File: config.mk
export PLATFORM = sky130hd
export DESIGN_NAME = lifo_stack_with_search_core
export DESIGN_NICKNAME = d
export VERILOG_FILES = /design/src/hw/rtl/lsws_pkg.sv /design/src/hw/rtl/lsws_sequencer.sv /design/src/hw/rtl/lsws_datapath.sv /design/src/hw/rtl/lifo_stack_with_search_core.sv
export SDC_FILE = /design/constraint.sdc
export NUM_CORES = 1
export LEC_CHECK = 0
export BUFFER_PORTS_ARGS = -buffer_cell sky130_fd_sc_hd__buf_2
export CAP_MARGIN = 20
export CORE_UTILIZATION = 30
export DETAILED_ROUTE_END_ITERATION = 10
export PLACE_DENSITY_LB_ADDON = 0.15
export SYNTH_ARGS = -nofsm -noshare
export SYNTH_HDL_FRONTEND = slang
export SYNTH_SLANG_ARGS = --single-unit
File: constraint.sdc
create_clock -name clock -period 10.04 [get_ports clock]
set_input_delay 1.506 -clock clock [delete_from_list [all_inputs] [get_ports clock]]
set_output_delay 1.506 -clock clock [all_outputs]
set_load 0.02 [all_outputs]
File: src/hw/rtl/lsws_pkg.sv
// ----------------------------------------------------------------------------
// lsws_pkg
// Types, codes and the control store of the search stack sequencer.
// ----------------------------------------------------------------------------
package lsws_pkg;

   // stack depth in words; position fields are sized to count up to it
   localparam int DEPTH    = 16;

   localparam int CMD_W    = 3;
   localparam int DATA_W   = 32;
   localparam int POS_W    = 5;
   localparam int STATUS_W = 3;
   localparam int UPC_W    = 5;

   // command codes
   localparam logic [CMD_W-1:0] CMD_PUSH    = 3'd0;
   localparam logic [CMD_W-1:0] CMD_POP     = 3'd1;
   localparam logic [CMD_W-1:0] CMD_PEEK    = 3'd2;
   localparam logic [CMD_W-1:0] CMD_DISPLAY = 3'd3;
   localparam logic [CMD_W-1:0] CMD_SEARCH  = 3'd4;
   localparam logic [CMD_W-1:0] CMD_PEEP    = 3'd5;
   localparam logic [CMD_W-1:0] CMD_CHANGE  = 3'd6;

   typedef enum logic [STATUS_W-1:0] {
      ST_OK        = 3'd0,
      ST_OVERFLOW  = 3'd1,
      ST_EMPTY     = 3'd2,
      ST_NOT_FOUND = 3'd3,
      ST_BAD_POS   = 3'd4
   } status_type;

   typedef struct packed {
      logic [CMD_W-1:0]         cmd;
      logic signed [DATA_W-1:0] value;
      logic [POS_W-1:0]         position;
   } req_type;

   typedef struct packed {
      status_type               status;
      logic signed [DATA_W-1:0] data;
      logic [POS_W-1:0]         found_position;
      logic                     last;
   } rsp_type;

   // control store addresses, in program order
   typedef enum logic [UPC_W-1:0] {
      U_IDLE    = 5'd0,
      U_PUSH    = 5'd1,
      U_PUSH_W  = 5'd2,
      U_OVF     = 5'd3,
      U_POP     = 5'd4,
      U_POP_E   = 5'd5,
      U_PEEK    = 5'd6,
      U_PEEK_E  = 5'd7,
      U_EMPTY   = 5'd8,
      U_DISP    = 5'd9,
      U_DISP_L  = 5'd10,
      U_SRCH    = 5'd11,
      U_SRCH_L  = 5'd12,
      U_SRCH_R  = 5'd13,
      U_SRCH_F  = 5'd14,
      U_SRCH_NF = 5'd15,
      U_PEEP    = 5'd16,
      U_PEEP_E  = 5'd17,
      U_CHG     = 5'd18,
      U_CHG_W   = 5'd19,
      U_BADPOS  = 5'd20
   } ustep_type;

   typedef enum logic [2:0] {
      C_NONE,
      C_DISPATCH,
      C_FULL,
      C_EMPTY,
      C_BADPOS,
      C_IDX_NZ,
      C_SRCH_MORE,
      C_NOMATCH
   } cond_type;

   typedef enum logic [2:0] {
      RA_TOP,
      RA_POS,
      RA_ZERO,
      RA_IDX_UP,
      RA_IDX_DN
   } rd_sel_type;

   typedef enum logic {
      WA_COUNT,
      WA_POS
   } wr_sel_type;

   typedef enum logic [2:0] {
      IX_HOLD,
      IX_TOP,
      IX_ZERO,
      IX_INC,
      IX_DEC
   } idx_op_type;

   typedef enum logic {
      DS_ZERO,
      DS_RDATA
   } data_sel_type;

   typedef enum logic {
      FS_ZERO,
      FS_IDX
   } fpos_sel_type;

   typedef enum logic {
      LS_ONE,
      LS_IDX_ZERO
   } last_sel_type;

   typedef struct packed {
      logic         latch;
      logic         rd_en;
      rd_sel_type   rd_sel;
      logic         wr_en;
      wr_sel_type   wr_sel;
      logic         cnt_inc;
      logic         cnt_dec;
      idx_op_type   idx_op;
      logic         emit;
      status_type   status;
      data_sel_type data_sel;
      fpos_sel_type fpos_sel;
      last_sel_type last_sel;
   } dp_ctl_type;

   typedef struct packed {
      logic full;
      logic empty;
      logic bad_pos;
      logic idx_zero;
      logic idx_last;
      logic match;
      logic out_free;
   } dp_stat_type;

   // one control word: branch condition and target, end-of-routine flag,
   // gate (datapath acts only when the branch is taken) and datapath controls
   typedef struct packed {
      cond_type   cond;
      ustep_type  target;
      logic       done;
      logic       gate;
      dp_ctl_type dp;
   } uword_type;

   function automatic uword_type ucode_rom(input ustep_type step);
      uword_type w;
      w = '0;
      case (step)
         U_IDLE: begin
            w.cond     = C_DISPATCH;
            w.gate     = 1'b1;
            w.done     = 1'b1;
            w.dp.latch = 1'b1;
         end
         U_PUSH: begin
            w.cond   = C_FULL;
            w.target = U_OVF;
         end
         U_PUSH_W: begin
            w.done       = 1'b1;
            w.dp.wr_en   = 1'b1;
            w.dp.wr_sel  = WA_COUNT;
            w.dp.cnt_inc = 1'b1;
            w.dp.emit    = 1'b1;
            w.dp.status  = ST_OK;
         end
         U_OVF: begin
            w.done      = 1'b1;
            w.dp.emit   = 1'b1;
            w.dp.status = ST_OVERFLOW;
         end
         U_POP, U_PEEK: begin
            w.cond      = C_EMPTY;
            w.target    = U_EMPTY;
            w.dp.rd_en  = 1'b1;
            w.dp.rd_sel = RA_TOP;
         end
         U_POP_E: begin
            w.done        = 1'b1;
            w.dp.cnt_dec  = 1'b1;
            w.dp.emit     = 1'b1;
            w.dp.status   = ST_OK;
            w.dp.data_sel = DS_RDATA;
         end
         U_PEEK_E, U_PEEP_E: begin
            w.done        = 1'b1;
            w.dp.emit     = 1'b1;
            w.dp.status   = ST_OK;
            w.dp.data_sel = DS_RDATA;
         end
         U_EMPTY: begin
            w.done      = 1'b1;
            w.dp.emit   = 1'b1;
            w.dp.status = ST_EMPTY;
         end
         U_DISP: begin
            w.cond      = C_EMPTY;
            w.target    = U_EMPTY;
            w.dp.rd_en  = 1'b1;
            w.dp.rd_sel = RA_TOP;
            w.dp.idx_op = IX_TOP;
         end
         U_DISP_L: begin
            // one word per cycle while the result register is free, top first, next read issued alongside
            w.cond        = C_IDX_NZ;
            w.target      = U_DISP_L;
            w.done        = 1'b1;
            w.dp.rd_en    = 1'b1;
            w.dp.rd_sel   = RA_IDX_DN;
            w.dp.idx_op   = IX_DEC;
            w.dp.emit     = 1'b1;
            w.dp.status   = ST_OK;
            w.dp.data_sel = DS_RDATA;
            w.dp.last_sel = LS_IDX_ZERO;
         end
         U_SRCH: begin
            w.cond      = C_EMPTY;
            w.target    = U_EMPTY;
            w.dp.rd_en  = 1'b1;
            w.dp.rd_sel = RA_ZERO;
            w.dp.idx_op = IX_ZERO;
         end
         U_SRCH_L: begin
            // walk upwards while no match; idx stays on the hit when leaving
            w.cond      = C_SRCH_MORE;
            w.target    = U_SRCH_L;
            w.gate      = 1'b1;
            w.dp.rd_en  = 1'b1;
            w.dp.rd_sel = RA_IDX_UP;
            w.dp.idx_op = IX_INC;
         end
         U_SRCH_R: begin
            w.cond   = C_NOMATCH;
            w.target = U_SRCH_NF;
         end
         U_SRCH_F: begin
            w.done        = 1'b1;
            w.dp.emit     = 1'b1;
            w.dp.status   = ST_OK;
            w.dp.fpos_sel = FS_IDX;
         end
         U_SRCH_NF: begin
            w.done      = 1'b1;
            w.dp.emit   = 1'b1;
            w.dp.status = ST_NOT_FOUND;
         end
         U_PEEP: begin
            w.cond      = C_BADPOS;
            w.target    = U_BADPOS;
            w.dp.rd_en  = 1'b1;
            w.dp.rd_sel = RA_POS;
         end
         U_CHG: begin
            w.cond   = C_BADPOS;
            w.target = U_BADPOS;
         end
         U_CHG_W: begin
            w.done      = 1'b1;
            w.dp.wr_en  = 1'b1;
            w.dp.wr_sel = WA_POS;
            w.dp.emit   = 1'b1;
            w.dp.status = ST_OK;
         end
         U_BADPOS: begin
            w.done      = 1'b1;
            w.dp.emit   = 1'b1;
            w.dp.status = ST_BAD_POS;
         end
         default: begin
            w.done = 1'b1;
         end
      endcase
      return w;
   endfunction

endpackage

File: src/hw/rtl/lsws_sequencer.sv
// ----------------------------------------------------------------------------
// lsws_sequencer
// Step counter over the control store, with command dispatch and branches.
// ----------------------------------------------------------------------------
module lsws_sequencer (
   input  logic                       clock,
   input  logic                       reset,
   input  logic                       req_valid,
   input  logic [lsws_pkg::CMD_W-1:0] req_cmd,
   input  lsws_pkg::dp_stat_type      stat,
   output logic                       req_ready,
   output lsws_pkg::dp_ctl_type       ctl
);
   import lsws_pkg::*;

   ustep_type upc_ff;
   ustep_type upc_in;
   uword_type word;
   logic      cond_true;
   logic      go;
   logic      exec;

   function automatic ustep_type dispatch(input logic [CMD_W-1:0] cmd);
      ustep_type s;
      case (cmd)
         CMD_PUSH:    s = U_PUSH;
         CMD_POP:     s = U_POP;
         CMD_PEEK:    s = U_PEEK;
         CMD_DISPLAY: s = U_DISP;
         CMD_SEARCH:  s = U_SRCH;
         CMD_PEEP:    s = U_PEEP;
         CMD_CHANGE:  s = U_CHG;
         default:     s = U_IDLE;
      endcase
      return s;
   endfunction

   assign word = ucode_rom(upc_ff);

   always_comb begin
      case (word.cond)
         C_NONE:      cond_true = 1'b0;
         C_DISPATCH:  cond_true = req_valid;
         C_FULL:      cond_true = stat.full;
         C_EMPTY:     cond_true = stat.empty;
         C_BADPOS:    cond_true = stat.bad_pos;
         C_IDX_NZ:    cond_true = !stat.idx_zero;
         C_SRCH_MORE: cond_true = !stat.match && !stat.idx_last;
         C_NOMATCH:   cond_true = !stat.match;
         default:     cond_true = 1'b0;
      endcase
   end

   // a step that emits holds while the result register is still occupied
   assign go        = !(word.dp.emit && !stat.out_free);
   assign exec      = go && (!word.gate || cond_true);
   assign ctl       = exec ? word.dp : '0;
   assign req_ready = (upc_ff == U_IDLE) && !reset;

   always_comb begin
      if (!go) begin
         upc_in = upc_ff;
      end else if (cond_true) begin
         upc_in = (word.cond == C_DISPATCH) ? dispatch(req_cmd) : word.target;
      end else if (word.done) begin
         upc_in = U_IDLE;
      end else begin
         upc_in = ustep_type'(UPC_W'(upc_ff) + UPC_W'(1));
      end
   end

   always_ff @(posedge clock) begin
      if (reset) begin
         upc_ff <= U_IDLE;
      end else begin
         upc_ff <= upc_in;
      end
   end

endmodule

File: src/hw/rtl/lsws_datapath.sv
// ----------------------------------------------------------------------------
// lsws_datapath
// Stack memory, count and index registers, compare and result register.
// ----------------------------------------------------------------------------
module lsws_datapath (
   input  logic                  clock,
   input  logic                  reset,
   input  lsws_pkg::req_type     req_data,
   input  lsws_pkg::dp_ctl_type  ctl,
   input  logic                  rsp_ready,
   output lsws_pkg::dp_stat_type stat,
   output logic                  rsp_valid,
   output lsws_pkg::rsp_type     rsp_data
);
   import lsws_pkg::*;

   localparam int AW = $clog2(DEPTH);
   localparam int CW = $clog2(DEPTH + 1);
   localparam int MW = (CW > POS_W) ? CW : POS_W;

   logic signed [DATA_W-1:0] mem [DEPTH];

   req_type                  req_ff;
   logic [CW-1:0]            count_ff;
   logic [CW-1:0]            count_in;
   logic [AW-1:0]            idx_ff;
   logic [AW-1:0]            idx_in;
   logic signed [DATA_W-1:0] rdata_ff;
   logic                     rsp_valid_ff;
   rsp_type                  rsp_ff;

   logic [MW-1:0]            count_m;
   logic [MW-1:0]            pos_m;
   logic [AW-1:0]            top_addr;
   logic [AW-1:0]            pos_addr;
   logic [AW-1:0]            rd_addr;
   logic [AW-1:0]            wr_addr;

   assign count_m  = MW'(count_ff);
   assign pos_m    = MW'(req_ff.position);
   assign top_addr = AW'(count_ff - CW'(1));
   assign pos_addr = AW'(count_m - pos_m);

   assign stat.full     = (count_ff == CW'(DEPTH));
   assign stat.empty    = (count_ff == '0);
   assign stat.bad_pos  = (pos_m == '0) || (pos_m > count_m);
   assign stat.idx_zero = (idx_ff == '0);
   assign stat.idx_last = ((CW'(idx_ff) + CW'(1)) == count_ff);
   assign stat.match    = (rdata_ff == req_ff.value);
   assign stat.out_free = !rsp_valid_ff || rsp_ready;

   always_comb begin
      case (ctl.rd_sel)
         RA_TOP:    rd_addr = top_addr;
         RA_POS:    rd_addr = pos_addr;
         RA_ZERO:   rd_addr = '0;
         RA_IDX_UP: rd_addr = idx_ff + AW'(1);
         RA_IDX_DN: rd_addr = idx_ff - AW'(1);
         default:   rd_addr = '0;
      endcase
   end

   assign wr_addr = (ctl.wr_sel == WA_POS) ? pos_addr : AW'(count_ff);

   always_comb begin
      case (ctl.idx_op)
         IX_HOLD: idx_in = idx_ff;
         IX_TOP:  idx_in = top_addr;
         IX_ZERO: idx_in = '0;
         IX_INC:  idx_in = idx_ff + AW'(1);
         IX_DEC:  idx_in = idx_ff - AW'(1);
         default: idx_in = idx_ff;
      endcase
   end

   always_comb begin
      count_in = count_ff;
      if (ctl.cnt_inc) begin
         count_in = count_ff + CW'(1);
      end else if (ctl.cnt_dec) begin
         count_in = count_ff - CW'(1);
      end
   end

   // single write port, registered read port
   always_ff @(posedge clock) begin
      if (ctl.wr_en) begin
         mem[wr_addr] <= req_ff.value;
      end
      if (ctl.rd_en) begin
         rdata_ff <= mem[rd_addr];
      end
   end

   always_ff @(posedge clock) begin
      if (ctl.latch) begin
         req_ff <= req_data;
      end
      idx_ff <= idx_in;
      if (ctl.emit) begin
         rsp_ff.status         <= ctl.status;
         rsp_ff.data           <= (ctl.data_sel == DS_RDATA) ? rdata_ff : '0;
         rsp_ff.found_position <= (ctl.fpos_sel == FS_IDX) ?
                                  POS_W'(CW'(idx_ff) + CW'(1)) : '0;
         rsp_ff.last           <= (ctl.last_sel == LS_ONE) || stat.idx_zero;
      end
   end

   always_ff @(posedge clock) begin
      if (reset) begin
         count_ff     <= '0;
         rsp_valid_ff <= 1'b0;
      end else begin
         count_ff <= count_in;
         if (ctl.emit) begin
            rsp_valid_ff <= 1'b1;
         end else if (rsp_ready) begin
            rsp_valid_ff <= 1'b0;
         end
      end
   end

   assign rsp_valid = rsp_valid_ff;
   assign rsp_data  = rsp_ff;

endmodule

File: src/hw/rtl/lifo_stack_with_search_core.sv
// ----------------------------------------------------------------------------
// lifo_stack_with_search_core
// LIFO stack of signed words with search, display and positional access.
// ----------------------------------------------------------------------------
// Commands arrive on the req_ channel (valid/ready), one at a time; every
// result leaves on the rsp_ channel (valid/ready) from a single result
// register. req_ready is high only while the control sequencer sits in its
// idle step, so a command is taken once the previous one has issued all of
// its results. The sequencer runs one control word per cycle unless an
// emitting step is held by a stalled receiver; the stack lives in a memory
// with one write and one registered read port. Results per command:
//   push, pop, peek, peep, change and all error results: one result each
//   display: one word per cycle while the result register is free, top first
//   search: one result after k compares, k the number of entries compared (up to count)
//   unused command code: no result
// A stalled receiver holds the sequencer on its emitting step; nothing is
// lost or repeated. Reset empties the stack (count to zero) and drops any
// pending result; the memory words are not cleared and hold whatever
// they held.
// ----------------------------------------------------------------------------
module lifo_stack_with_search_core (
   input  logic              clock,
   input  logic              reset,
   input  logic              req_valid,
   output logic              req_ready,
   input  lsws_pkg::req_type req_data,
   output logic              rsp_valid,
   input  logic              rsp_ready,
   output lsws_pkg::rsp_type rsp_data
);
   import lsws_pkg::*;

   dp_ctl_type  ctl;
   dp_stat_type stat;

   lsws_sequencer u_seq (
      .clock     (clock),
      .reset     (reset),
      .req_valid (req_valid),
      .req_cmd   (req_data.cmd),
      .stat      (stat),
      .req_ready (req_ready),
      .ctl       (ctl)
   );

   lsws_datapath u_dp (
      .clock     (clock),
      .reset     (reset),
      .req_data  (req_data),
      .ctl       (ctl),
      .rsp_ready (rsp_ready),
      .stat      (stat),
      .rsp_valid (rsp_valid),
      .rsp_data  (rsp_data)
   );

   // no push into a full stack, no pop from an empty one
   a_no_overfill : assert property (@(posedge clock) disable iff (reset)
      !(ctl.cnt_inc && stat.full))
      else $error("count incremented while full");

   a_no_underflow : assert property (@(posedge clock) disable iff (reset)
      !(ctl.cnt_dec && stat.empty))
      else $error("count decremented while empty");

   // a waiting result is never overwritten
   a_no_overwrite : assert property (@(posedge clock) disable iff (reset)
      ctl.emit |-> (!rsp_valid || rsp_ready))
      else $error("result register overwritten before transfer");

   // positional write only inside 1..count
   a_change_in_range : assert property (@(posedge clock) disable iff (reset)
      (ctl.wr_en && ctl.wr_sel == WA_POS) |-> !stat.bad_pos)
      else $error("positional write outside the stack");

endmodule

==> summary.md, run 1 <==
| Metric | Value |
|---|---|
| Setup Fix Bufs, Post-CTS | 0 |
| DRC Markers | 0 |
| Aggregate routed wire length | approximately 82 mm |
| Seq cells post-synth | approximately 640 |
| Share of cells above drive strength 1 | 0.1412 |
| IO Port Bufs | 86 |
| Largest net degree at the start of global routing | approximately 170 |
| Outcome | finished, final reports clean |
| Design area | between 30000 and 40000 um^2 |
| DRT iter0 DRCs | approximately 1400 |
| DRT Pass-1 Iters | 5 |
| Routed Antenna Nets | 0 |
| Gr usage total | 0.1824 |
| Ys async rst share | 0 |
| H-tree levels | 3 |
| Power per cell area | between 300 and 400 nW/um^2 |
| Area leader, netlist | edfxtp_1 |
| Vias per Instance | 5.272 |
| Leakage power | 10.36 nW |
| Die W | ~300 um |
| Reg clk slew, reported paths | ~60 ps |
| Nets | approximately 2000 |
| Final Non-Filler Cells | roughly 3100 |
| Synth top area cells | edfxtp_1 (71%), and3_1 (3.9%), a211oi_1 (3.8%) |
| Hold Path Class | reg -> reg |
| Post-synth top area share | 0.7067 |
| Post-synthesis sequential area ratio | 0.7150 |
| Hold Violations, Final | 0 |
| CP arrival | ~6500 ps |
| Fillcell total | 8518 |
| CP Cell Sequence | xor2_1 -> nor4_1 -> nand4_1 -> o21ai_1 -> o21bai_2 -> a211o_4 -> nand2_8 -> buf_4 -> a2111oi_0 -> a311oi_1 -> a221o_1 |
| Area of the multi-input gates | between 7000 and 8000 um^2 |
| Core area | between 80000 and 90000 um^2 |
| Setup_tns | 0 ps |
| Starting Density | 0.3047 |
| Reg area | roughly 19000 um^2 |
| Post-CTS sizing | 0 |
| Critical path class | reg -> reg |
| WHS | between 500 and 600 ps |
| Top delay family on crit path | compound AO/OA/AOI/OAI gates |
| Clock root buffer master | clkbuf_16 |
| Diode count | 0 |
| Final clock skew | 31.28 ps |
| Fmax | 0.1623 GHz |
| Hold buffer count at CTS | 0 |
| Die ar. | 89860 um^2 |
| Global-route wire length before repair | 118.9 mm |
| Tcrit/Tclk final | 0.6138 |
| Vias in the first global route | roughly 16000 |
| Synth Instances | ~1900 |
| EDFF count, synth | about 630 |
| Placed Cells | approximately 3000 |
| I/O pin cnt | between 80 and 90 |
| Via count | 16470 |
| Routed length per placed instance | 26.30 um |
| Crit-path max cell delay | about 950 ps |
| Worst-Skew Late Latency | between 600 and 700 ps |
| Buf/Inv on CP | 1 |
| Avg Inst Size Synth | 14.35 um^2 |
| CTS max path bufs | 3 |
| Cell variety after synth | a little over 80 |
| RSZ-0062 raised after global routing | no |
| TritonCTS clock tree | yes |
| Post-synthesis net count | around 1900 |
| Syn-to-layout area delta | 15.45% |
| Worst Path Required | 10410 ps |
| Max cap viols | 0 |
| Overall power | around 11 mW |
| Tmin final | between 6000 and 7000 ps |
| Synth Flop Type | edfxtp_1 |
| Crit-path slowest cell | nor4_1 |
| Worst Setup Start Kind | flop |
| Worst Tran Pin Value | between 1000 and 1500 ps |
| Post-synth design cell area | 26600 um^2 |
| Peak supply drop | 0.3387 mV |
| Final GP Congestion | between 0.8 and 0.9 |
| Row count | about 110 |
| CTS Sinks | roughly 640 |
| Final setup viols | 0 |
| Final Max Tran Viols | 0 |
| GRT Residual Overflow | 0 |
| Die Y-Extent | roughly 300 um |
| Slew margin rel. | 0.2970 |
| CTS buffer count | 73 |
| Worst Path Max Fanout | 127 |
| Syn. warnings | 0 |
| Placed cell areas | between 20000 and 30000 um^2 |
| Number of antenna violations at the first check in global routing | 2 |
| HPWL Detailed | about 41 mm |
| CP endpoint kind | flop |
## worst reg2reg max path, delay by kind of cell (launching register included)
family,cells,cell delay (ps)
AOI/OAI and AO/OA,6,2400
xor gates and xnor gates,1,310
buffers and inverters,1,690
DFF,1,710
and+or+nand+nor,3,1800
## layer usage
metal	track usage	vias up	wire [um]
li1	-	7426	-
met4	0.05248	2	2018
met2	0.2951	458	38990
met5	0	-	13
met3	0.02406	126	4016
met1	0.2555	8457	37120
## cell usage after synthesis (all sizes together), types with 3 or more instances
master	count
edfxtp	626
nand2	214
and3	165
a211oi	136
clkbuf	80
a311oi	63
nor2	60
buf	58
o21ai	53
a31oi	41
and2	37
xor2	35
a2111oi	32
a221o	32
inv	26
a21oi	17
ha	17
xnor2	14
nor3	13
nand3	12
dfxtp	11
nor4	10
nand2b	8
a21o	7
o22ai	7
mux2i	5
nand4	5
nor2b	5
o211ai	5
or2	5
or3	5
a211o	4
o21bai	4
a21boi	3
o21a	3
o221ai	3
o22a	3
o311ai	3
or4	3
## where the power goes
group / leakage (nW) / internal [mW] / switching, mW
logic: 3.45 / 1.30 / 3.21
registers: 5.75 / 3.72 / 0.428
clock network: 1.15 / 1.54 / 1.10
total: 10.4 / 6.56 / 4.74
## flip-flops by register name, summed over array words and instances, names as in the netlist
signal,cells
u_dp.mem,512
u_dp.rsp_data,41
u_dp.rdata_ff,32
u_dp.req_ff,32
u_dp.count_ff,5
u_dp.pos_m,5
u_seq.upc_ff,5
u_dp.idx_ff,4
u_dp.rsp_valid,1
## final timing paths
| kind | startpoint | to | slack, ps | cells past startpoint |
|---|---|---|---|---|
| setup reg to reg | u_dp.req_ff[32] | u_dp.rdata_ff[11] | 3880 | 11 |
| setup / recovery | u_dp.req_ff[32] | u_dp.rdata_ff[11] | 3880 | 11 |
| hold / removal | u_dp.count_ff[4] | u_dp.count_ff[4] | 540 | 2 |
| hold reg to reg | u_dp.count_ff[4] | u_dp.count_ff[4] | 540 | 2 |
## logic make-up (layout without fill, tap and decap cells)
logic type,Yosys count,count (layout),share of synthesized area
AO/OA/AOI/OAI,431,431,0.1256
XOR/XNOR,50,50,0.01726
adder cells (fa/ha/maj),18,18,0.008750
buffers and inverters,166,281,0.02785
flip-flops,637,637,0.7150
multiplexers,5,5,0.001882
AND/OR/NAND/NOR,547,547,0.1036
## through the flow
stage | util | worst slack (ps)
3_5_place_dp | 0.3249 | 3877
3_3_place_gp | 0.3248 | 3940
2_1_floorplan | - | 3480
5_1_grt | 0.3518 | 3714
6_report | 0.3518 | 3877
4_1_cts | 0.3518 | 3887
## cells in the final DEF (no fill, tap or decap), drive strengths merged, types with 8 or more instances in the layout
| cell type | n |
|---|---|
| nor3 | 13 |
| and2 | 37 |
| dfxtp | 11 |
| inv | 30 |
| clkbuf | 89 |
| o21ai | 53 |
| xor2 | 35 |
| nor4 | 10 |
| xnor2 | 14 |
| nand2b | 8 |
| a21oi | 17 |
| nand3 | 12 |
| edfxtp | 626 |
| nor2 | 60 |
| a2111oi | 32 |
| a311oi | 63 |
| a211oi | 136 |
| clkinv | 32 |
| a31oi | 41 |
| and3 | 165 |
| nand2 | 214 |
| ha | 17 |
| a221o | 32 |
| buf | 123 |
## layout make-up
cell class              count  area share
clock buffers              89     0.06316
clock inverters            41     0.01320
inverters                  28    0.003423
multi-input cells        1051      0.2299
flip-flops and latches    637      0.6193
well taps                1155     0.04706
repair buffers            123     0.02388
Power figures use the tool's default switching activity.
==> run 2, diff against run 1 <==
==> constraint.sdc (replaced) <==
create_clock -name clock -period 6.47 [get_ports clock]
set_input_delay 0.9705 -clock clock [delete_from_list [all_inputs] [get_ports clock]]
set_output_delay 0.9705 -clock clock [all_outputs]
set_load 0.02 [all_outputs]
==> summary.md, run 2 (synthesis results as in run 1) <==
| Metric | Value |
|---|---|
| CP arrival | 5950 ps (-590 ps) |
| Worst Tran Pin Value | 1207 ps (+161.8 ps) |
| Leakage power | 10.61 nW (+2.5%) |
| Worst Path Required | 6840 ps (-3570 ps) |
| Placed Cells | 3040 (+1.5%) |
| Syn-to-layout area delta | 17.19% |
| Overall power | 18.03 mW (+60%) |
| Top delay family on crit path | simple AND/OR/NAND/NOR gates |
| Place WS | 887.7 ps (-2989 ps) |
| Share of cells above drive strength 1 | 0.1611 (+0.01988) |
| Slew margin rel. | 0.1956 (-0.1014) |
| Final clock skew | 23.14 ps (-8.139 ps) |
| CP endpoint kind | flop |
| Routed length per placed instance | 26.11 um (-0.72%) |
| CTS buffer count | 75 (+2.7%) |
| I/O pin cnt | 87 (unchanged) |
| GRT Residual Overflow | 0 (unchanged) |
| Via count | 16750 (+1.7%) |
| Outcome | finished, final reports clean |
| Final setup viols | 0 (unchanged) |
| Hold Violations, Final | 0 (unchanged) |
| DRC Markers | 0 (unchanged) |
| Die ar. | 89860 um^2 (unchanged) |
| Leading cell types in the layout, fill and taps excluded | edfxtp_1 (626), nand2_1 (211), and3_1 (165), a211oi_1 (133), buf_2 (86) |
| Number of antenna violations at the first check in global routing | 2 (unchanged) |
| Diode count | 0 (unchanged) |
| Setup_tns | 0 ps (unchanged) |
| Post-CTS sizing | 0 (unchanged) |
| Final Non-Filler Cells | 3179 (+1.8%) |
| Max cap viols | 0 (unchanged) |
| Setup Fix Bufs, Post-CTS | 0 (unchanged) |
| Buf/Inv on CP | 1 (unchanged) |
| Power per cell area | 578.4 nW/um^2 (+57%) |
| Aggregate routed wire length | 83.00 mm (+1.0%) |
| Largest net degree at the start of global routing | 138 (-17%) |
| Gr usage total | 0.1837 (+0.001352) |
| Crit-path max cell delay | 820 ps (-130 ps) |
| Vias per Instance | 5.269 (about the same) |
| Vias in the first global route | 16820 (+2.2%) |
| Fmax | 0.1793 GHz (+11%) |
| Post-Route Utilization | 0.3571 (+0.005317) |
| Clock root buffer master | clkbuf_16 |
| Largest Register | u_dp.mem |
| CTS Sinks | 637 (unchanged) |
| Final GP Congestion | 0.8755 (+6.4%) |
| Hold buffer count at CTS | 0 (unchanged) |
| RSZ-0062 raised after global routing | no |
| H-tree levels | 3 (unchanged) |
| HPWL Detailed | 50.26 mm (+21%) |
| Die Y-Extent | 299.8 um (unchanged) |
| Worst Setup Start Kind | flop |
| Worst Path Max Fanout | 45 (-65%) |
| Tmin final | 5577 ps (-585.9 ps) |
| DRT Pass-1 Iters | 7 (+2) |
| Most common cell after layout, fill and taps aside | edfxtp_1 |
| CTS max path bufs | 3 (unchanged) |
| Core area | 87290 um^2 (unchanged) |
| IO Port Bufs | 86 (unchanged) |
| Hold Path Class | in -> reg |
| Final worst slack | 893.0 ps (-2984 ps) |
| TritonCTS clock tree | yes |
| Worst-Skew Late Latency | 620 ps (about the same) |
| Row count | 108 (unchanged) |
| Critical path class | reg -> reg |
| Peak supply drop | 0.4361 mV (+29%) |
| Reg clk slew, reported paths | 60 ps (about the same) |
| Die W | 299.8 um (unchanged) |
| Nets | 2026 (+2.5%) |
| Max FFs per register | 512 (unchanged) |
| CP Cell Sequence | xor2_1 -> nor4_1 -> nand4_1 -> o21ai_1 -> o21bai_2 -> a211oi_4 -> o221a_4 -> nor2_4 -> buf_4 -> a311oi_1 -> a221o_1 |
| Fillcell total | 8453 (-0.76%) |
| Routed Antenna Nets | 0 (unchanged) |
| Tcrit/Tclk final | 0.8620 (+0.2481) |
| Crit-path slowest cell | nor2_4 |
| Global-route wire length before repair | 120.9 mm (+1.7%) |
| Starting Density | 0.3047 (unchanged) |
| Final Max Tran Viols | 0 (unchanged) |
| DRT iter0 DRCs | 1566 (+8.8%) |
[run 2: changes by cell type in the layout (fill, tap and decap cells not counted), moves of 2 or more]
cell / before / now
buf_12: 2 / 11
buf_16: 0 / 3
buf_4: 35 / 70
bufinv_16: 6 / 2
clkbuf_1: 13 / 19
clkinv_2: 12 / 14
clkinvlp_4: 1 / 3
[run 2: layout make-up]
class / count / area (um^2) / area share
Clock buffer: 97 / 2001 / 0.06418
Clock inverter: 40 / 275.3 / 0.008831
Inverter: 28 / 105.1 / 0.003372
Multi-Input combinational cell: 1051 / 7061 / 0.2265
Sequential cell: 637 / 19020 / 0.6101
Tap cell: 1155 / 1445 / 0.04636
Timing Repair Buffer: 171 / 1266 / 0.04062
[run 2: where the power goes]
part	switching, mW	internal [mW]	leakage [nW]
Sequential	0.337	5.75	5.75
Combinational	5.65	2.32	3.75
Clock	1.71	2.27	1.11
Total	7.69	10.3	10.6
[run 2: routing by layer]
layer	vias up	share of wire	GRT usage
li1	7529	-	-
met4	0	0.015	0.04361
met1	8665	0.47	0.2676
met2	472	0.45	0.2807
met5	-	0	0
met3	83	0.059	0.03584
[run 2: worst paths after layout]
| check | from | endpoint | slack, ps | cells past startpoint |
|---|---|---|---|---|
| max | u_dp.req_ff[32] | u_dp.rdata_ff[13] | 890 | 11 |
| min | req_data[28] | u_dp.req_ff[28] | 520 | 1 |
| max reg2reg | u_dp.req_ff[32] | u_dp.rdata_ff[13] | 890 | 11 |
| min reg2reg | u_dp.count_ff[4] | u_dp.count_ff[4] | 560 | 2 |
[run 2: metrics by stage]
| stage | instance area, um^2 | hold WS, ps |
|---|---|---|
| after floorplan | 26600 | 506.4 |
| after global placement | 28760 | 541.9 |
| after detailed placement | 28880 | 549.0 |
| after CTS | 31160 | 477.6 |
| after global routing | 31170 | 494.9 |
| final | 31170 | 519.3 |
==> run 3, diff against run 2 <==
--- a/config.mk
+++ b/config.mk
@@ -9,7 +9,9 @@
 export CAP_MARGIN = 20
 export CORE_UTILIZATION = 30
 export DETAILED_ROUTE_END_ITERATION = 10
+export MAX_ROUTING_LAYER = met4
 export PLACE_DENSITY_LB_ADDON = 0.15
+export SLEW_MARGIN = 5
 export SYNTH_ARGS = -nofsm -noshare
 export SYNTH_HDL_FRONTEND = slang
 export SYNTH_SLANG_ARGS = --single-unit
==> summary.md, run 3 (synthesis results as in run 1) <==
| Metric | Value |
|---|---|
| Top delay family on crit path | simple AND/OR/NAND/NOR gates |
| Via count | 16770 (+0.15%) |
| Peak supply drop | 0.5868 mV (+35%) |
| Routed Antenna Nets | 0 (unchanged) |
| Number of antenna violations at the first check in global routing | 5 (+3) |
| Worst Path Max Fanout | 45 (unchanged) |
| Leakage power | 10.62 nW (about the same) |
| Hold buffer count at CTS | 0 (unchanged) |
| Largest Register | u_dp.mem |
| CTS max path bufs | 3 (unchanged) |
| Worst Tran Pin Value | 1253 ps (+46.43 ps) |
| Gr usage total | 0.1883 (+0.004622) |
| Nets | 2024 (-0.099%) |
| Max FFs per register | 512 (unchanged) |
| Global-route wire length before repair | 120.5 mm (-0.35%) |
| Clock root buffer master | clkbuf_16 |
| Final Non-Filler Cells | 3172 (-0.22%) |
| Fmax | 0.1822 GHz (+1.6%) |
| Setup Fix Bufs, Post-CTS | 0 (unchanged) |
| Crit-path max cell delay | 810 ps (about the same) |
| Final clock skew | 30.28 ps (+7.144 ps) |
| TritonCTS clock tree | yes |
| RR Endpoint | u_dp.rdata_ff[13] |
| Die ar. | 89860 um^2 (unchanged) |
| Reg clk slew, reported paths | 60 ps (about the same) |
| GRT Residual Overflow | 0 (unchanged) |
| Crit-path slowest cell | edfxtp_1 |
| Placed cell areas | 28880 um^2 (unchanged) |
| Tmin final | 5490 ps (-87.18 ps) |
| Final Max Tran Viols | 0 (unchanged) |
| Post-CTS sizing | 0 (unchanged) |
| Die Y-Extent | 299.8 um (unchanged) |
| RSZ-0062 raised after global routing | no |
| HPWL Detailed | 50.25 mm (about the same) |
| DRC Markers | 0 (unchanged) |
| R2R cell count | 11 (unchanged) |
| Reg2reg start | u_dp.req_ff[32] |
| DRT iter0 DRCs | 1421 (-9.3%) |
| Max cap viols | 0 (unchanged) |
| R2R Setup Slk | 980 ps (+90 ps) |
| Hold Violations, Final | 0 (unchanged) |
| Vias in the first global route | 16660 (-0.97%) |
| CP Cell Sequence | xor2_1 -> nor4_1 -> nand4_1 -> o21ai_1 -> o21bai_2 -> a211oi_4 -> o221a_4 -> nor2_4 -> buf_4 -> a311oi_1 -> a221o_1 |
| Place WS | 867.6 ps (-20.09 ps) |
| CTS Sinks | 637 (unchanged) |
| Syn-to-layout area delta | 17.29% (about the same) |
| CTS buffer count | 73 (-2.7%) |
| H-tree levels | 3 (unchanged) |
| Starting Density | 0.3047 (unchanged) |
| Critical path class | reg -> reg |
| Vias per Instance | 5.288 (+0.37%) |
| Outcome | finished, final reports clean |
| HP Start | req_data[28] |
| Worst Path Required | 6840 ps (about the same) |
| Tcrit/Tclk final | 0.8485 (-0.01347) |
| Overall power | 18.03 mW (about the same) |
| Leading cell types in the layout, fill and taps excluded | edfxtp_1 (626), nand2_1 (211), and3_1 (165), a211oi_1 (133), buf_2 (86) |
| DRT Pass-1 Iters | 5 (-2) |
| Worst Setup Start Kind | flop |
| I/O pin cnt | 87 (unchanged) |
| Worst-Skew Late Latency | 640 ps (+20 ps) |
| CP arrival | 5860 ps (-90 ps) |
| Final worst slack | 980.1 ps (+87.18 ps) |
| Setup_tns | 0 ps (unchanged) |
| Design area | 31200 um^2 (about the same) |
| Final setup viols | 0 (unchanged) |
| Most common cell after layout, fill and taps aside | edfxtp_1 |
| Routed length per placed instance | 26.00 um (-0.43%) |
| Hold Path Class | in -> reg |
| Core area | 87290 um^2 (unchanged) |
| IO Port Bufs | 86 (unchanged) |
| Hold Path Sink | u_dp.req_ff[28] |
| Buf/Inv on CP | 1 (unchanged) |
| Row count | 108 (unchanged) |
| Largest net degree at the start of global routing | 138 (unchanged) |
| Slew margin rel. | 0.1647 (-0.03096) |
| Power per cell area | 577.9 nW/um^2 (about the same) |
| Final GP Congestion | 0.8899 (+1.6%) |
| Aggregate routed wire length | 82.46 mm (-0.65%) |
| Share of cells above drive strength 1 | 0.1612 (about the same) |
| Fillcell total | 8431 (-0.26%) |
| Hold Crit Depth | 1 (unchanged) |
| Placed Cells | 3040 (unchanged) |
| Die W | 299.8 um (unchanged) |
| CP endpoint kind | flop |
[run 3: changes by cell type in the layout (fill, tap and decap cells not counted), moves of 2 or more]
cell       delta
bufinv_16     +2
clkinv_16     +2
clkbuf_16     -3
clkinv_2      -2
clkinv_1      -5
clkbuf_1      -2
[run 3: stage by stage]
| step | utilization | hold slack [ps] |
|---|---|---|
| 2_1_floorplan | - | 506.4 |
| 3_3_place_gp | 0.3294 | 541.9 |
| 3_5_place_dp | 0.3308 | 548.1 |
| 4_1_cts | 0.3572 | 471.4 |
| 5_1_grt | 0.3573 | 479.1 |
| 6_report | 0.3574 | 509.0 |
[run 3: area by class of cell]
cell class | instances | area (um^2) | area share
Sequential cell | 637 | 19020 | 0.6096
Clock inverter | 36 | 366.6 | 0.01175
Multi-Input combinational cell | 1051 | 7061 | 0.2263
Tap cell | 1155 | 1445 | 0.04632
Antenna cell | 1 | 2.502 | 0.00008021
Timing Repair Buffer | 171 | 1266 | 0.04059
Inverter | 28 | 105.1 | 0.003369
Clock buffer | 93 | 1932 | 0.06193
[run 3: per-layer routing]
layer	routed length [um]	global-route usage	up-vias
met5	0	-	-
met4	1383	0.04106	0
met3	4033	0.02630	95
met2	37440	0.2824	456
met1	39610	0.2704	8703
li1	-	-	7520
[run 3: worst max-delay path by stage]
stage	startpoint	endpoint	slack, ps	depth (start not counted)
after floorplan	u_seq.upc_ff[2]	u_dp.pos_m[0]	140	13
after global placement	u_dp.req_ff[32]	u_dp.rdata_ff[19]	960	11
after detailed placement	u_dp.req_ff[32]	u_dp.rdata_ff[13]	870	11
after CTS	u_dp.req_ff[32]	u_dp.rdata_ff[13]	870	11
after global routing	u_dp.req_ff[32]	u_dp.rdata_ff[5]	830	11
final	u_dp.req_ff[32]	u_dp.rdata_ff[13]	980	11
[run 3: power breakdown]
part / internal [mW] / switching, mW
Clock: 2.29 / 1.72
Combinational: 2.32 / 5.61
Sequential: 5.75 / 0.337
